<file path="src/hw/rtl/rms_pkg.sv">
// rms_pkg: shared types, codes and constants of the robot mode supervisor.
// No dependencies; every other file of the block imports it.

package rms_pkg;

    localparam int VEL_BITS   = 16;
    localparam int VALUE_BITS = 16;
    localparam int TICK_BITS  = 16;
    localparam int PROF_BITS  = 4;
    localparam int CFG_IDX_BITS = 2;

    localparam logic [15:0] TIMEOUT_RESET = 16'd10;   // 10 ticks of 100 ms is 1.0 s

    // Non-latching error codes: they clear the error latch
    localparam logic [VALUE_BITS-1:0] ERR_CLEAR_A = 16'd210;
    localparam logic [VALUE_BITS-1:0] ERR_CLEAR_B = 16'd211;
    localparam logic [VALUE_BITS-1:0] XS_MAX_CODE = 16'd4;

    typedef enum logic [3:0] {
        KIND_MAN_DRIVE  = 4'd0,
        KIND_AUTO_DRIVE = 4'd1,
        KIND_MAN_XFORM  = 4'd2,
        KIND_AUTO_XFORM = 4'd3,
        KIND_MODE       = 4'd4,
        KIND_ESTOP      = 4'd5,
        KIND_GO         = 4'd6,
        KIND_STATUS     = 4'd7,
        KIND_ERROR      = 4'd8,
        KIND_TICK       = 4'd9
    } kind_t;

    typedef enum logic [2:0] {
        ACT_IDLE    = 3'd0,
        ACT_DRIVE   = 3'd1,
        ACT_XFORM   = 3'd2,
        ACT_XPAUSED = 3'd3,
        ACT_ESTOP   = 3'd4,
        ACT_ERROR   = 3'd5
    } action_t;

    localparam logic [2:0] XS_IDLE    = 3'd0;
    localparam logic [2:0] XS_RUNNING = 3'd1;
    localparam logic [2:0] XS_PAUSED  = 3'd2;
    localparam logic [2:0] XS_DONE    = 3'd3;
    localparam logic [2:0] XS_FAILED  = 3'd4;
    localparam logic [2:0] XS_UNKNOWN = 3'd7;

    localparam logic [2:0] FB_NONE    = 3'd0;
    localparam logic [2:0] FB_ACCEPT  = 3'd1;
    localparam logic [2:0] FB_BUSY    = 3'd2;
    localparam logic [2:0] FB_ESTOP   = 3'd3;
    localparam logic [2:0] FB_ERROR   = 3'd4;
    localparam logic [2:0] FB_SOURCE  = 3'd5;
    localparam logic [2:0] FB_TIMEOUT = 3'd6;
    localparam logic [2:0] FB_CLEARED = 3'd7;

    localparam logic [1:0] PR_NONE   = 2'd0;
    localparam logic [1:0] PR_PAUSE  = 2'd1;
    localparam logic [1:0] PR_RESUME = 2'd2;

    localparam logic [CFG_IDX_BITS-1:0] CFG_TIMEOUT       = 2'd0;
    localparam logic [CFG_IDX_BITS-1:0] CFG_DEFAULT_PROF  = 2'd1;
    localparam logic [CFG_IDX_BITS-1:0] CFG_XFORM_PROF    = 2'd2;

    typedef struct packed {
        logic [3:0]                   kind;
        logic [VALUE_BITS-1:0]        value;
        logic signed [VEL_BITS-1:0]   linear_vel;
        logic signed [VEL_BITS-1:0]   angular_vel;
    } rms_item_t;

    typedef struct packed {
        logic [TICK_BITS-1:0] timeout_ticks;
        logic [PROF_BITS-1:0] default_profile;
        logic [PROF_BITS-1:0] transform_profile;
    } rms_cfg_t;

    typedef struct packed {
        logic                 ctrl_mode;
        action_t              act_state;
        logic [2:0]           xform_status;
        logic                 estop_latch;
        logic                 error_latch;
        logic [TICK_BITS-1:0] ticks_since_auto;
    } rms_state_t;

    typedef struct packed {
        logic                        drive_valid;
        logic signed [VEL_BITS-1:0]  drive_linear;
        logic signed [VEL_BITS-1:0]  drive_angular;
        logic                        request_valid;
        logic [VALUE_BITS-1:0]       request_code;
        logic [1:0]                  pause_resume;
        logic                        profile_valid;
        logic [PROF_BITS-1:0]        profile_id;
        logic [2:0]                  feedback_code;
        logic                        mode_now;
        logic [2:0]                  action_now;
    } rms_result_t;

endpackage

</file>
<file path="src/hw/rtl/rms_if.sv">
// rms_if: valid/ready channel interfaces of the robot mode supervisor.
// Depends on rms_pkg for field widths.

interface rms_evt_if
    import rms_pkg::*;
();
    logic                       valid;
    logic                       ready;
    logic [3:0]                 kind;
    logic [VALUE_BITS-1:0]      value;
    logic signed [VEL_BITS-1:0] linear_vel;
    logic signed [VEL_BITS-1:0] angular_vel;

    modport source (output valid, kind, value, linear_vel, angular_vel, input ready);
    modport sink   (input valid, kind, value, linear_vel, angular_vel, output ready);
endinterface

interface rms_res_if
    import rms_pkg::*;
();
    logic                       valid;
    logic                       ready;
    logic                       drive_valid;
    logic signed [VEL_BITS-1:0] drive_linear;
    logic signed [VEL_BITS-1:0] drive_angular;
    logic                       request_valid;
    logic [VALUE_BITS-1:0]      request_code;
    logic [1:0]                 pause_resume;
    logic                       profile_valid;
    logic [PROF_BITS-1:0]       profile_id;
    logic [2:0]                 feedback_code;
    logic                       mode_now;
    logic [2:0]                 action_now;

    modport source (output valid, drive_valid, drive_linear, drive_angular, request_valid,
                    request_code, pause_resume, profile_valid, profile_id,
                    feedback_code, mode_now, action_now, input ready);
    modport sink   (input valid, drive_valid, drive_linear, drive_angular, request_valid,
                    request_code, pause_resume, profile_valid, profile_id,
                    feedback_code, mode_now, action_now, output ready);
endinterface

interface rms_cfg_if
    import rms_pkg::*;
();
    logic                    valid;
    logic                    ready;
    logic [CFG_IDX_BITS-1:0] index;
    logic [15:0]             data;

    modport source (output valid, index, data, input ready);
    modport sink   (input valid, index, data, output ready);
endinterface

</file>
<file path="src/hw/rtl/robot_mode_supervisor_unit.sv">
// robot_mode_supervisor_unit: top level of the robot mode supervisor.
// Depends on rms_pkg, the channel interfaces in rms_if.sv and rms_decide.
//
//  channel | dir | modport | payload
//  evt     | in  | sink    | kind, value, linear_vel, angular_vel
//  res     | out | source  | drive_*, request_*, pause_resume, profile_*, feedback_code,
//          |     |         | mode_now, action_now
//  cfg     | in  | sink    | index, data (always ready)
//
// One item per cycle sustained while res is ready: an event is taken into the input register,
// decided in one pass of rms_decide once the output register is free, and its result is
// then registered in the output register, from which it is offered on res.
// Supervisor state updates as the item moves into the output register.
// A stalled output holds its result; the input register takes one more item, then the
// event channel stalls until the result is taken.
// Reset clears state, valid flags and configuration (timeout 10 ticks, profiles 0).

module robot_mode_supervisor_unit
    import rms_pkg::*;
(
    input  logic        clk,
    input  logic        rst_n,
    rms_evt_if.sink     evt,
    rms_res_if.source   res,
    rms_cfg_if.sink     cfg
);

    logic        in_valid_reg;
    rms_item_t   item_reg;
    logic        out_valid_reg;
    rms_result_t result_reg;
    rms_state_t  state_reg;
    rms_state_t  state_next;
    rms_cfg_t    cfg_reg;
    rms_result_t result_next;
    logic        advance;
    logic        take;

    assign advance   = in_valid_reg && (!out_valid_reg || res.ready);
    assign evt.ready = !in_valid_reg || advance;
    assign take      = evt.valid && evt.ready;
    assign cfg.ready = 1'b1;

    rms_decide u_decide (
        .item       (item_reg),
        .state      (state_reg),
        .cfg        (cfg_reg),
        .state_next (state_next),
        .result     (result_next)
    );

    always_ff @(posedge clk or negedge rst_n)
    begin
        if (!rst_n)
        begin
            in_valid_reg  <= 1'b0;
            out_valid_reg <= 1'b0;
            state_reg     <= '{ctrl_mode: 1'b0, act_state: ACT_IDLE,
                               xform_status: XS_IDLE, estop_latch: 1'b0,
                               error_latch: 1'b0, ticks_since_auto: '0};
        end
        else
        begin
            if (take)
                in_valid_reg <= 1'b1;
            else if (advance)
                in_valid_reg <= 1'b0;

            if (advance)
            begin
                out_valid_reg <= 1'b1;
                state_reg     <= state_next;
            end
            else if (res.ready)
                out_valid_reg <= 1'b0;
        end
    end

    always_ff @(posedge clk)
    begin
        if (take)
        begin
            item_reg.kind        <= evt.kind;
            item_reg.value       <= evt.value;
            item_reg.linear_vel  <= evt.linear_vel;
            item_reg.angular_vel <= evt.angular_vel;
        end
        if (advance)
            result_reg <= result_next;
    end

    always_ff @(posedge clk or negedge rst_n)
    begin
        if (!rst_n)
        begin
            cfg_reg.timeout_ticks     <= TIMEOUT_RESET;
            cfg_reg.default_profile   <= '0;
            cfg_reg.transform_profile <= '0;
        end
        else if (cfg.valid)
        begin
            case (cfg.index)
                CFG_TIMEOUT:      cfg_reg.timeout_ticks     <= cfg.data;
                CFG_DEFAULT_PROF: cfg_reg.default_profile   <= cfg.data[PROF_BITS-1:0];
                CFG_XFORM_PROF:   cfg_reg.transform_profile <= cfg.data[PROF_BITS-1:0];
                default: ;
            endcase
        end
    end

    assign res.valid         = out_valid_reg;
    assign res.drive_valid   = result_reg.drive_valid;
    assign res.drive_linear  = result_reg.drive_linear;
    assign res.drive_angular = result_reg.drive_angular;
    assign res.request_valid = result_reg.request_valid;
    assign res.request_code  = result_reg.request_code;
    assign res.pause_resume  = result_reg.pause_resume;
    assign res.profile_valid = result_reg.profile_valid;
    assign res.profile_id    = result_reg.profile_id;
    assign res.feedback_code = result_reg.feedback_code;
    assign res.mode_now      = result_reg.mode_now;
    assign res.action_now    = result_reg.action_now;

endmodule

</file>
<file path="src/hw/rtl/rms_decide.sv">
// rms_decide: one-item decision logic, next supervisor state and result.
// Depends on rms_pkg.

module rms_decide
    import rms_pkg::*;
(
    input  rms_item_t   item,
    input  rms_state_t  state,
    input  rms_cfg_t    cfg,
    output rms_state_t  state_next,
    output rms_result_t result
);

    logic                 busy;
    logic                 blocked;
    logic [2:0]           xs_new;
    logic [TICK_BITS-1:0] ticks_inc;

    assign busy = (state.xform_status == XS_RUNNING) || (state.xform_status == XS_PAUSED) ||
                  (state.act_state == ACT_XFORM) || (state.act_state == ACT_XPAUSED);
    assign blocked = state.estop_latch || state.error_latch;
    assign xs_new = (item.value <= XS_MAX_CODE) ? item.value[2:0] : XS_UNKNOWN;
    assign ticks_inc = (state.ticks_since_auto != '1) ? state.ticks_since_auto + 1'b1
                                                      : state.ticks_since_auto;

    always_comb
    begin
        state_next = state;
        result     = '0;
        case (item.kind)
            KIND_MAN_DRIVE, KIND_AUTO_DRIVE:
            begin
                // auto drive restarts the timeout even when rejected
                if (item.kind[0])
                    state_next.ticks_since_auto = '0;
                if (state.ctrl_mode != item.kind[0])
                    result.feedback_code = FB_SOURCE;
                else if (state.estop_latch)
                    result.feedback_code = FB_ESTOP;
                else if (state.error_latch)
                    result.feedback_code = FB_ERROR;
                else if (busy)
                    result.feedback_code = FB_BUSY;
                else
                begin
                    result.feedback_code = FB_ACCEPT;
                    result.drive_valid   = 1'b1;
                    result.drive_linear  = item.linear_vel;
                    result.drive_angular = item.angular_vel;
                    state_next.act_state = ACT_DRIVE;
                end
            end
            KIND_MAN_XFORM, KIND_AUTO_XFORM:
            begin
                if (state.ctrl_mode == item.kind[0] && !blocked)
                begin
                    result.profile_valid = 1'b1;
                    result.profile_id    = cfg.transform_profile;
                    result.drive_valid   = 1'b1;
                    result.request_valid = 1'b1;
                    result.request_code  = item.value;
                    state_next.act_state = ACT_XFORM;
                end
            end
            KIND_MODE:
            begin
                if (item.value[VALUE_BITS-1:1] == '0)
                begin
                    result.feedback_code = FB_CLEARED;
                    result.drive_valid   = 1'b1;
                    state_next.ctrl_mode = item.value[0];
                    if (!busy && !blocked)
                        state_next.act_state = ACT_IDLE;
                end
            end
            KIND_ESTOP:
            begin
                if (item.value != '0)
                begin
                    state_next.estop_latch = 1'b1;
                    result.drive_valid = 1'b1;
                    if (state.xform_status == XS_RUNNING)
                    begin
                        result.pause_resume = PR_PAUSE;
                        state_next.act_state = ACT_XPAUSED;
                    end
                    else
                        state_next.act_state = ACT_ESTOP;
                end
            end
            KIND_GO:
            begin
                if (item.value != '0)
                begin
                    state_next.estop_latch  = 1'b0;
                    state_next.error_latch  = 1'b0;
                    state_next.ctrl_mode    = 1'b0;
                    result.drive_valid   = 1'b1;
                    result.feedback_code = FB_CLEARED;
                    if (state.xform_status == XS_PAUSED)
                    begin
                        result.pause_resume = PR_RESUME;
                        state_next.act_state = ACT_XFORM;
                    end
                    else
                        state_next.act_state = ACT_IDLE;
                end
            end
            KIND_STATUS:
            begin
                state_next.xform_status = xs_new;
                case (xs_new)
                    XS_RUNNING: state_next.act_state = ACT_XFORM;
                    XS_PAUSED:  state_next.act_state = ACT_XPAUSED;
                    XS_DONE:
                    begin
                        result.profile_valid = 1'b1;
                        result.profile_id    = cfg.default_profile;
                        if (!blocked)
                            state_next.act_state = ACT_IDLE;
                    end
                    XS_FAILED:
                    begin
                        result.profile_valid = 1'b1;
                        result.profile_id    = cfg.default_profile;
                    end
                    default: ;
                endcase
            end
            KIND_ERROR:
            begin
                result.drive_valid = 1'b1;
                if (item.value == ERR_CLEAR_A || item.value == ERR_CLEAR_B)
                begin
                    state_next.error_latch = 1'b0;
                    result.profile_valid = 1'b1;
                    result.profile_id    = cfg.default_profile;
                    if (!state.estop_latch)
                        state_next.act_state = ACT_IDLE;
                end
                else
                begin
                    state_next.error_latch = 1'b1;
                    state_next.act_state   = ACT_ERROR;
                end
            end
            KIND_TICK:
            begin
                state_next.ticks_since_auto = ticks_inc;
                if (state.ctrl_mode && state.act_state == ACT_DRIVE &&
                    ticks_inc > cfg.timeout_ticks)
                begin
                    result.drive_valid   = 1'b1;
                    result.feedback_code = FB_TIMEOUT;
                    state_next.act_state = ACT_IDLE;
                end
            end
            default: ;
        endcase
        result.mode_now   = state_next.ctrl_mode;
        result.action_now = state_next.act_state;
    end

endmodule

</file>
<file path="src/flat_wrapper.sv">
// flat-port wrapper written by rule: the top's interface ports become plain ports
module robot_mode_supervisor_unit_flat import rms_pkg::*;
  (clk, rst_n, evt_valid, evt_kind, evt_value, evt_linear_vel, evt_angular_vel, evt_ready, res_valid, res_drive_valid, res_drive_linear, res_drive_angular, res_request_valid, res_request_code, res_pause_resume, res_profile_valid, res_profile_id, res_feedback_code, res_mode_now, res_action_now, res_ready, cfg_valid, cfg_index, cfg_data, cfg_ready);
  rms_evt_if evt_i ();
  rms_res_if res_i ();
  rms_cfg_if cfg_i ();
  input  logic clk;
  input  logic rst_n;
  input wire logic [$bits(evt_i.valid)-1:0] evt_valid;
  input wire logic [$bits(evt_i.kind)-1:0] evt_kind;
  input wire logic [$bits(evt_i.value)-1:0] evt_value;
  input wire logic [$bits(evt_i.linear_vel)-1:0] evt_linear_vel;
  input wire logic [$bits(evt_i.angular_vel)-1:0] evt_angular_vel;
  output wire logic [$bits(evt_i.ready)-1:0] evt_ready;
  output wire logic [$bits(res_i.valid)-1:0] res_valid;
  output wire logic [$bits(res_i.drive_valid)-1:0] res_drive_valid;
  output wire logic [$bits(res_i.drive_linear)-1:0] res_drive_linear;
  output wire logic [$bits(res_i.drive_angular)-1:0] res_drive_angular;
  output wire logic [$bits(res_i.request_valid)-1:0] res_request_valid;
  output wire logic [$bits(res_i.request_code)-1:0] res_request_code;
  output wire logic [$bits(res_i.pause_resume)-1:0] res_pause_resume;
  output wire logic [$bits(res_i.profile_valid)-1:0] res_profile_valid;
  output wire logic [$bits(res_i.profile_id)-1:0] res_profile_id;
  output wire logic [$bits(res_i.feedback_code)-1:0] res_feedback_code;
  output wire logic [$bits(res_i.mode_now)-1:0] res_mode_now;
  output wire logic [$bits(res_i.action_now)-1:0] res_action_now;
  input wire logic [$bits(res_i.ready)-1:0] res_ready;
  input wire logic [$bits(cfg_i.valid)-1:0] cfg_valid;
  input wire logic [$bits(cfg_i.index)-1:0] cfg_index;
  input wire logic [$bits(cfg_i.data)-1:0] cfg_data;
  output wire logic [$bits(cfg_i.ready)-1:0] cfg_ready;
  assign evt_i.valid = evt_valid;
  assign evt_i.kind = evt_kind;
  assign evt_i.value = evt_value;
  assign evt_i.linear_vel = evt_linear_vel;
  assign evt_i.angular_vel = evt_angular_vel;
  assign evt_ready = evt_i.ready;
  assign res_valid = res_i.valid;
  assign res_drive_valid = res_i.drive_valid;
  assign res_drive_linear = res_i.drive_linear;
  assign res_drive_angular = res_i.drive_angular;
  assign res_request_valid = res_i.request_valid;
  assign res_request_code = res_i.request_code;
  assign res_pause_resume = res_i.pause_resume;
  assign res_profile_valid = res_i.profile_valid;
  assign res_profile_id = res_i.profile_id;
  assign res_feedback_code = res_i.feedback_code;
  assign res_mode_now = res_i.mode_now;
  assign res_action_now = res_i.action_now;
  assign res_i.ready = res_ready;
  assign cfg_i.valid = cfg_valid;
  assign cfg_i.index = cfg_index;
  assign cfg_i.data = cfg_data;
  assign cfg_ready = cfg_i.ready;
  robot_mode_supervisor_unit u_core (.clk(clk), .rst_n(rst_n), .evt(evt_i), .res(res_i), .cfg(cfg_i));
endmodule
</file>
<file path="config.mk">
export PLATFORM = sky130hd
export DESIGN_NAME = robot_mode_supervisor_unit_flat
export DESIGN_NICKNAME = d
export VERILOG_FILES = /design/src/hw/rtl/rms_pkg.sv /design/src/hw/rtl/rms_if.sv /design/src/hw/rtl/robot_mode_supervisor_unit.sv /design/src/hw/rtl/rms_decide.sv /design/src/flat_wrapper.sv
export SDC_FILE = /design/constraint.sdc
export NUM_CORES = 1
export LEC_CHECK = 0
export ABC_AREA = 1
export ABC_CLOCK_PERIOD_IN_PS = 4700
export BUFFER_PORTS_ARGS = -buffer_cell sky130_fd_sc_hd__buf_2
export CAP_MARGIN = 20
export CELL_PAD_IN_SITES_DETAIL_PLACEMENT = 1
export CELL_PAD_IN_SITES_GLOBAL_PLACEMENT = 2
export CORE_MARGIN = 2
export CORE_UTILIZATION = 35
export CTS_CLUSTER_SIZE = 25
export DETAILED_ROUTE_END_ITERATION = 8
export GPL_TIMING_DRIVEN = 0
export PLACE_DENSITY_LB_ADDON = 0.1
export SYNTH_ARGS = -nofsm -noshare
export SYNTH_HDL_FRONTEND = slang
export SYNTH_SLANG_ARGS = --single-unit
</file>
<file path="constraint.sdc">
create_clock -name clk -period 4.7 [get_ports clk]
set_input_delay 0.235 -clock clk [delete_from_list [all_inputs] [get_ports clk]]
set_output_delay 0.235 -clock clk [all_outputs]
set_load 0.02 [all_outputs]
</file>
==> flow_summary.ini, run 1 <==
[run_status]
status = completed

[timing]
holdWs_ns = 0.0167
setup_tns_ns = 0
relSlewSlack_pct = 54.5
final_max_slew_viol_count = 0
fin_crit_ns = 3.32
skew_ns = 0.0108
grt_setup_unrepaired = false
period_share_pct = 70.6
worst_slew_pin_slew_ns = 0.682
finalHoldViolCount = 0
final-setup-viol-count = 0
fmax_mhz = 301
setup_ws_ns = 1.38

[floorplan]
rows = 53
die_area_um2 = 22300
die_w_um = 149
num_io_pins = 142
fp.coreArea_um2 = 20900
die_h_um = 149
start_util_pct = 35.4

[route]
avgViaCountPerCell = 4.65
initialDrtViolationCount = 124
drt_drc_violations_left = 0
drtAntennaViolNets = 0
first_pass_iters = 4
wire_per_inst_um = 15.7
vias = 5667
routed_wl_mm = 19.2

[logic_synthesis]
netlist_instances = 719
synth_edf_count = 116
synth.avg_cell_area_um2 = 10.3
yosysWarningCount = 0
synth-main-ff-cell = edfxtp_1
yosysSeqAreaShare_pct = 64.3
netlist_area_um2 = 7400
async_flop_share_pct = 30.5
syn_nets = 811
synthDistinctLibCells = 44
ys_ff_latch = 167

[layout]
final_cell_mix = buf_2 (142), inv_1 (122), edfxtp_1 (116)
fillers = 2356
utilization_pct = 46.3
design_area_um2 = 9660
nets = 1024
layout_commonest_cell = buf_2
antenna_cells = 0
multi_input_area_um2 = 2080
instances_no_fill = 1220
seq_area_um2 = 4760
largest_register_ff_count = 52
layout-drive-gt1-share_pct = 23.1
area_growth_pct = 30.5

[setup_path]
cp_slowest_stage_delay_ns = 0.38
critPathRequiredTime_ns = 4.85
crit_family = simple AND/OR/NAND/NOR gates
startpoint_type = flop
crit_top_cell = nor2_1
crit_fanout = 5
r2r_slack_ns = 1.38
path_class = flop to flop
cp_cell_sequence = ha_1 -> inv_1 -> nor2_2 -> nand4_2 -> nor2_2 -> nor2_1 -> nand2_1 -> xor2_1 -> inv_1 -> ha_1 -> nand2_1 -> nor2_1 -> nand4_1 -> nor2_1 -> nor2_1 -> nand3_1 -> o311ai_0
reg2reg_from = u_core.state_reg[1]$_DFFE_PN0P_
r2r_cells = 17
r2r-end = u_core.res.feedback_code[2]$_DFFE_PP_
critPathArrivalTime_ns = 3.47
crit_buf_inv = 2
cp_slowest_cell = dfrtp_1
endpoint_kind = flop

[global_routing]
grt_max_degree = 38
grt_pass1_vias = 6084
antenna_found_initial = 0
grt_pass1_wl_mm = 31.3
grt-ovfl-total = 0
grt_usage_pct = 18.1

[cts]
cts_resized = 0
clock_latency_ns = 0.43
clockRootBuffer = clkbuf_16
cts_buffers = 17
tritoncts = done
clk_pin_slew_ns = 0.07
clockBufferDepth = 2
cts.sinks = 167
htree_levels = 4

[placement]
postPlaceCellArea_um2 = 8510
dp.cells = 1137
post-place-ws_ns = 1.34
hpwl_mm = 14.0
gp_congestion = 0.836
numPortBuffers = 140

[power]
vdd_drop_max_uv = 269
power_mw = 4.45
power.density_nw_per_um2 = 460
power.leakage_nw = 4.51

[hold_path]
hold_class = input pin to flop
hp-start = evt_kind[3]
holdPathStages = 1
holdPathEnd = u_core.item_reg[51]$_DFFE_PP_

[flow_run]
max_cap_violations = 0
-- cell usage after synthesis, drive strengths merged, types with 7 or more instances --
library cell | count | area share [%]
nand4 | 11 | 1.0
o21ai | 36 | 2.4
xor2 | 7 | 0.83
edfxtp | 116 | 47
o22ai | 12 | 1.0
ha | 17 | 2.9
a21oi | 24 | 1.6
nor2 | 111 | 6.1
nand2 | 116 | 6.0
dfrtp | 49 | 17
clkbuf | 8 | 0.41
nand3 | 36 | 2.5
inv | 136 | 6.9
nor3 | 12 | 1.5
-- layout make-up --
cell class / instances / share of cell area (%)
multi-input cells: 403 / 21.5
plain buffers: 12 / 0.531
clock buffers: 17 / 4.40
flip-flops and latches: 167 / 49.3
clock inverters: 15 / 2.25
well taps: 275 / 3.56
repair buffers: 194 / 13.2
inverters: 137 / 5.33
-- worst max path at each step --
stage	start	to	slack, ns	depth (start not counted)
6_report	u_core.state_reg[1]$_DFFE_PN0P_	u_core.res.feedback_code[2]$_DFFE_PP_	1.38	17
5_1_grt	u_core.state_reg[1]$_DFFE_PN0P_	u_core.res.feedback_code[2]$_DFFE_PP_	1.01	17
4_1_cts	u_core.state_reg[1]$_DFFE_PN0P_	u_core.res.feedback_code[2]$_DFFE_PP_	1.32	17
3_5_place_dp	u_core.state_reg[1]$_DFFE_PN0P_	u_core.res.feedback_code[2]$_DFFE_PP_	1.34	17
3_3_place_gp	res_ready	u_core.res.drive_angular[9]$_SDFFCE_PP0P_	0.70	5
2_1_floorplan	u_core.res.valid$_DFFE_PN0P_	u_core.res.action_now[0]$_DFFE_PP_	1.84	3
-- cell families (layout without fill, tap and decap cells) --
kind of cell,count (synthesis),count (layout),synth area share [%]
DFF,167,167,64.3
other,1,1,0.0507
adders and majority gates,17,17,2.87
buffers and inverters,149,375,7.64
and+or+nand+nor,290,290,17.4
AOI/OAI and AO/OA,87,87,6.64
xor gates and xnor gates,8,8,1.05
-- report_power, final --
| group | total, mW | switching (mW) | leakage, nW | internal (mW) |
|---|---|---|---|---|
| sequential | 1.97 | 0.135 | 1.75 | 1.84 |
| combinational | 0.986 | 0.638 | 2.44 | 0.348 |
| clock | 1.49 | 0.667 | 0.311 | 0.826 |
-- repair_timing --
action                                 4_1_cts  5_1_grt
endpoints found under the hold margin       73        0
hold buffers                                51        0
setup buffers                                0        0
setup endpoints to repair                    0        0
-- metal layers --
metal,track usage (%),vias to the layer above,routed length [µm]
li1,-,2787,-
met5,0,-,0
met1,22.7,2760,8310
met3,4.88,21,935
met4,4.76,0,236
met2,30.9,99,9700
Power figures use the tool's default switching activity.
==> run 2: changes to the inputs <==
--- a/config.mk
+++ b/config.mk
@@ -6,13 +6,13 @@
 export NUM_CORES = 1
 export LEC_CHECK = 0
 export ABC_AREA = 1
-export ABC_CLOCK_PERIOD_IN_PS = 4700
+export ABC_CLOCK_PERIOD_IN_PS = 2800
 export BUFFER_PORTS_ARGS = -buffer_cell sky130_fd_sc_hd__buf_2
 export CAP_MARGIN = 20
 export CELL_PAD_IN_SITES_DETAIL_PLACEMENT = 1
 export CELL_PAD_IN_SITES_GLOBAL_PLACEMENT = 2
 export CORE_MARGIN = 2
-export CORE_UTILIZATION = 35
+export CORE_UTILIZATION = 31
 export CTS_CLUSTER_SIZE = 25
 export DETAILED_ROUTE_END_ITERATION = 8
 export GPL_TIMING_DRIVEN = 0
==> constraint.sdc (replaced) <==
create_clock -name clk -period 2.8 [get_ports clk]
set_input_delay 0.14 -clock clk [delete_from_list [all_inputs] [get_ports clk]]
set_output_delay 0.14 -clock clk [all_outputs]
set_load 0.02 [all_outputs]
==> flow_summary.ini, run 2 (synthesized netlist as in run 1, its figures left out) <==
[layout]
antenna_cells = 0
largest_register_ff_count = 52
design_area_um2 = 10400
layout-drive-gt1-share_pct = 30.2
layout_commonest_cell = buf_2
nets = 1064
final_cell_mix = buf_2 (142), edfxtp_1 (116), inv_1 (115)
area_growth_pct = 40.9

[power]
power.density_nw_per_um2 = 749
power_mw = 7.82
vdd_drop_max_uv = 426
power.leakage_nw = 4.78

[setup_path]
crit_fanout = 4
cp_slowest_cell = dfrtp_1
critPathArrivalTime_ns = 3.00
cp_cell_sequence = inv_1 -> nor2_2 -> inv_1 -> nor2_4 -> buf_6 -> nor2_4 -> xor2_2 -> inv_2 -> ha_4 -> nand2_2 -> nor2_2 -> nand2_2 -> nor2_1 -> nor2_2 -> nand2_2 -> nand2_2 -> nand3_2 -> nand2_2 -> nand2_2
crit_family = simple AND/OR/NAND/NOR gates
startpoint_type = flop
crit_top_cell = nand2_2
r2r-end = u_core.res.action_now[0]$_DFFE_PP_
endpoint_kind = flop
critPathRequiredTime_ns = 2.98
reg2reg_from = u_core.state_reg[15]$_DFFE_PN0P_
path_class = flop to flop
cp_slowest_stage_delay_ns = 0.43
r2r_slack_ns = -0.02
r2r_cells = 19
crit_buf_inv = 4

[floorplan]
die_h_um = 159
die_w_um = 159
start_util_pct = 31.5
die_area_um2 = 25100
num_io_pins = 142
fp.coreArea_um2 = 23500
rows = 56

[route]
vias = 5800
met3_length_um = 893
first_pass_iters = 4
drt_drc_violations_left = 0
avgViaCountPerCell = 4.45
m1WireLength_mm = 8.48
route.met2.wl_mm = 9.66
initialDrtViolationCount = 180
drtAntennaViolNets = 0
top_layer = met4
routed_wl_mm = 19.4
wire_per_inst_um = 14.9

[timing]
fmax_mhz = 354
setup_ws_ns = -0.0225
final-setup-viol-count = 1
period_share_pct = 101
finalHoldViolCount = 0
final_max_slew_viol_count = 0
grt_setup_unrepaired = true
worst_slew_pin_slew_ns = 0.631
relSlewSlack_pct = 57.7
skew_ns = 0.0154
fin_crit_ns = 2.82
setup_tns_ns = -0.0225

[placement]
gp_congestion = 0.812
post-place-ws_ns = -0.571
hpwl_mm = 13.8
numPortBuffers = 140
postPlaceCellArea_um2 = 8570

[flow_run]
max_cap_violations = 0

[cts]
cts_buffers = 17
htree_levels = 4
cts.sinks = 167
clockBufferDepth = 2
clk_pin_slew_ns = 0.07
clock_latency_ns = 0.44
clockRootBuffer = clkbuf_16
tritoncts = done

[hold_path]
hp-start = cfg_data[0]
holdPathStages = 3
holdPathEnd = u_core.cfg_reg[4]$_DFFE_PN0P_
hold_class = input pin to flop

[run_status]
violations = negative setup slack
status = complete, but fails checks

[global_routing]
grt_pass1_vias = 6230
grt_usage_pct = 16.2
grt_max_degree = 52
grt-ovfl-total = 0
grt_pass1_wl_mm = 31.3
antenna_found_initial = 0
[run 2: worst max path at each step]
stage	from	endpoint	slack (ns)	cells after the start
after floorplan	u_core.state_reg[1]$_DFFE_PN0P_	u_core.res.action_now[0]$_DFFE_PP_	0.19	21
after CTS	u_core.state_reg[1]$_DFFE_PN0P_	u_core.res.action_now[0]$_DFFE_PP_	-0.09	21
final	u_core.state_reg[15]$_DFFE_PN0P_	u_core.res.action_now[0]$_DFFE_PP_	-0.02	19
after detailed placement	u_core.state_reg[1]$_DFFE_PN0P_	u_core.res.feedback_code[2]$_DFFE_PP_	-0.57	17
after global placement	u_core.state_reg[1]$_DFFE_PN0P_	u_core.res.feedback_code[2]$_DFFE_PP_	-0.52	17
after global routing	u_core.state_reg[13]$_DFFE_PN0P_	u_core.res.action_now[0]$_DFFE_PP_	-0.23	20
[run 2: worst reg2reg max path, cell delays in order (launching register included)]
cell	delay (ns)
dfrtp_1	0.43
inv_1	0.12
nor2_2	0.26
inv_1	0.12
nor2_4	0.20
buf_6	0.13
nor2_4	0.03
xor2_2	0.18
inv_2	0.07
ha_4	0.25
nand2_2	0.06
nor2_2	0.04
nand2_2	0.10
nor2_1	0.07
nor2_2	0.18
nand2_2	0.08
nand2_2	0.06
nand3_2	0.06
nand2_2	0.07
nand2_2	0.06
[run 2: repair_timing]
item	4_1_cts	5_1_grt
pin swaps	18	27
setup buffers	16	5
setup endpoints to repair	5	5
gates resized for setup	38	52
hold buffers	70	0
endpoints found under the hold margin	87	0
[run 2: report_power, final]
| part | internal [mW] | switching [mW] | total, mW |
|---|---|---|---|
| Clock | 1.30 | 1.15 | 2.44 |
| Combinational | 0.782 | 1.27 | 2.06 |
| Sequential | 3.08 | 0.234 | 3.32 |
| Total | 5.16 | 2.65 | 7.82 |
[run 2: layout make-up]
| class | count | area [µm²] |
|---|---|---|
| Fill cell | 2642 | 13000 |
| Sequential cell | 167 | 4760 |
| Multi-Input combinational cell | 403 | 2440 |
| Timing Repair Buffer | 234 | 1630 |
| Inverter | 137 | 518 |
| Clock buffer | 17 | 425 |
| Tap cell | 319 | 399 |
| Clock inverter | 15 | 199 |
| Buffer | 12 | 51.3 |
[run 2: stage by stage]
stage	hold slack, ns	std cells	util (%)
2_1_floorplan	-0.156	719	-
3_3_place_gp	0.316	1178	36.2
3_5_place_dp	0.124	1181	36.5
4_1_cts	0.0362	1299	43.3
5_1_grt	0.0682	1304	44.5
6_report	0.0451	1304	44.5
[run 2: routing by layer]
metal,global-route usage (%),vias up
met5,0,-
met4,5.75,0
met3,4.06,28
met2,27.8,104
met1,19.7,2810
li1,-,2858
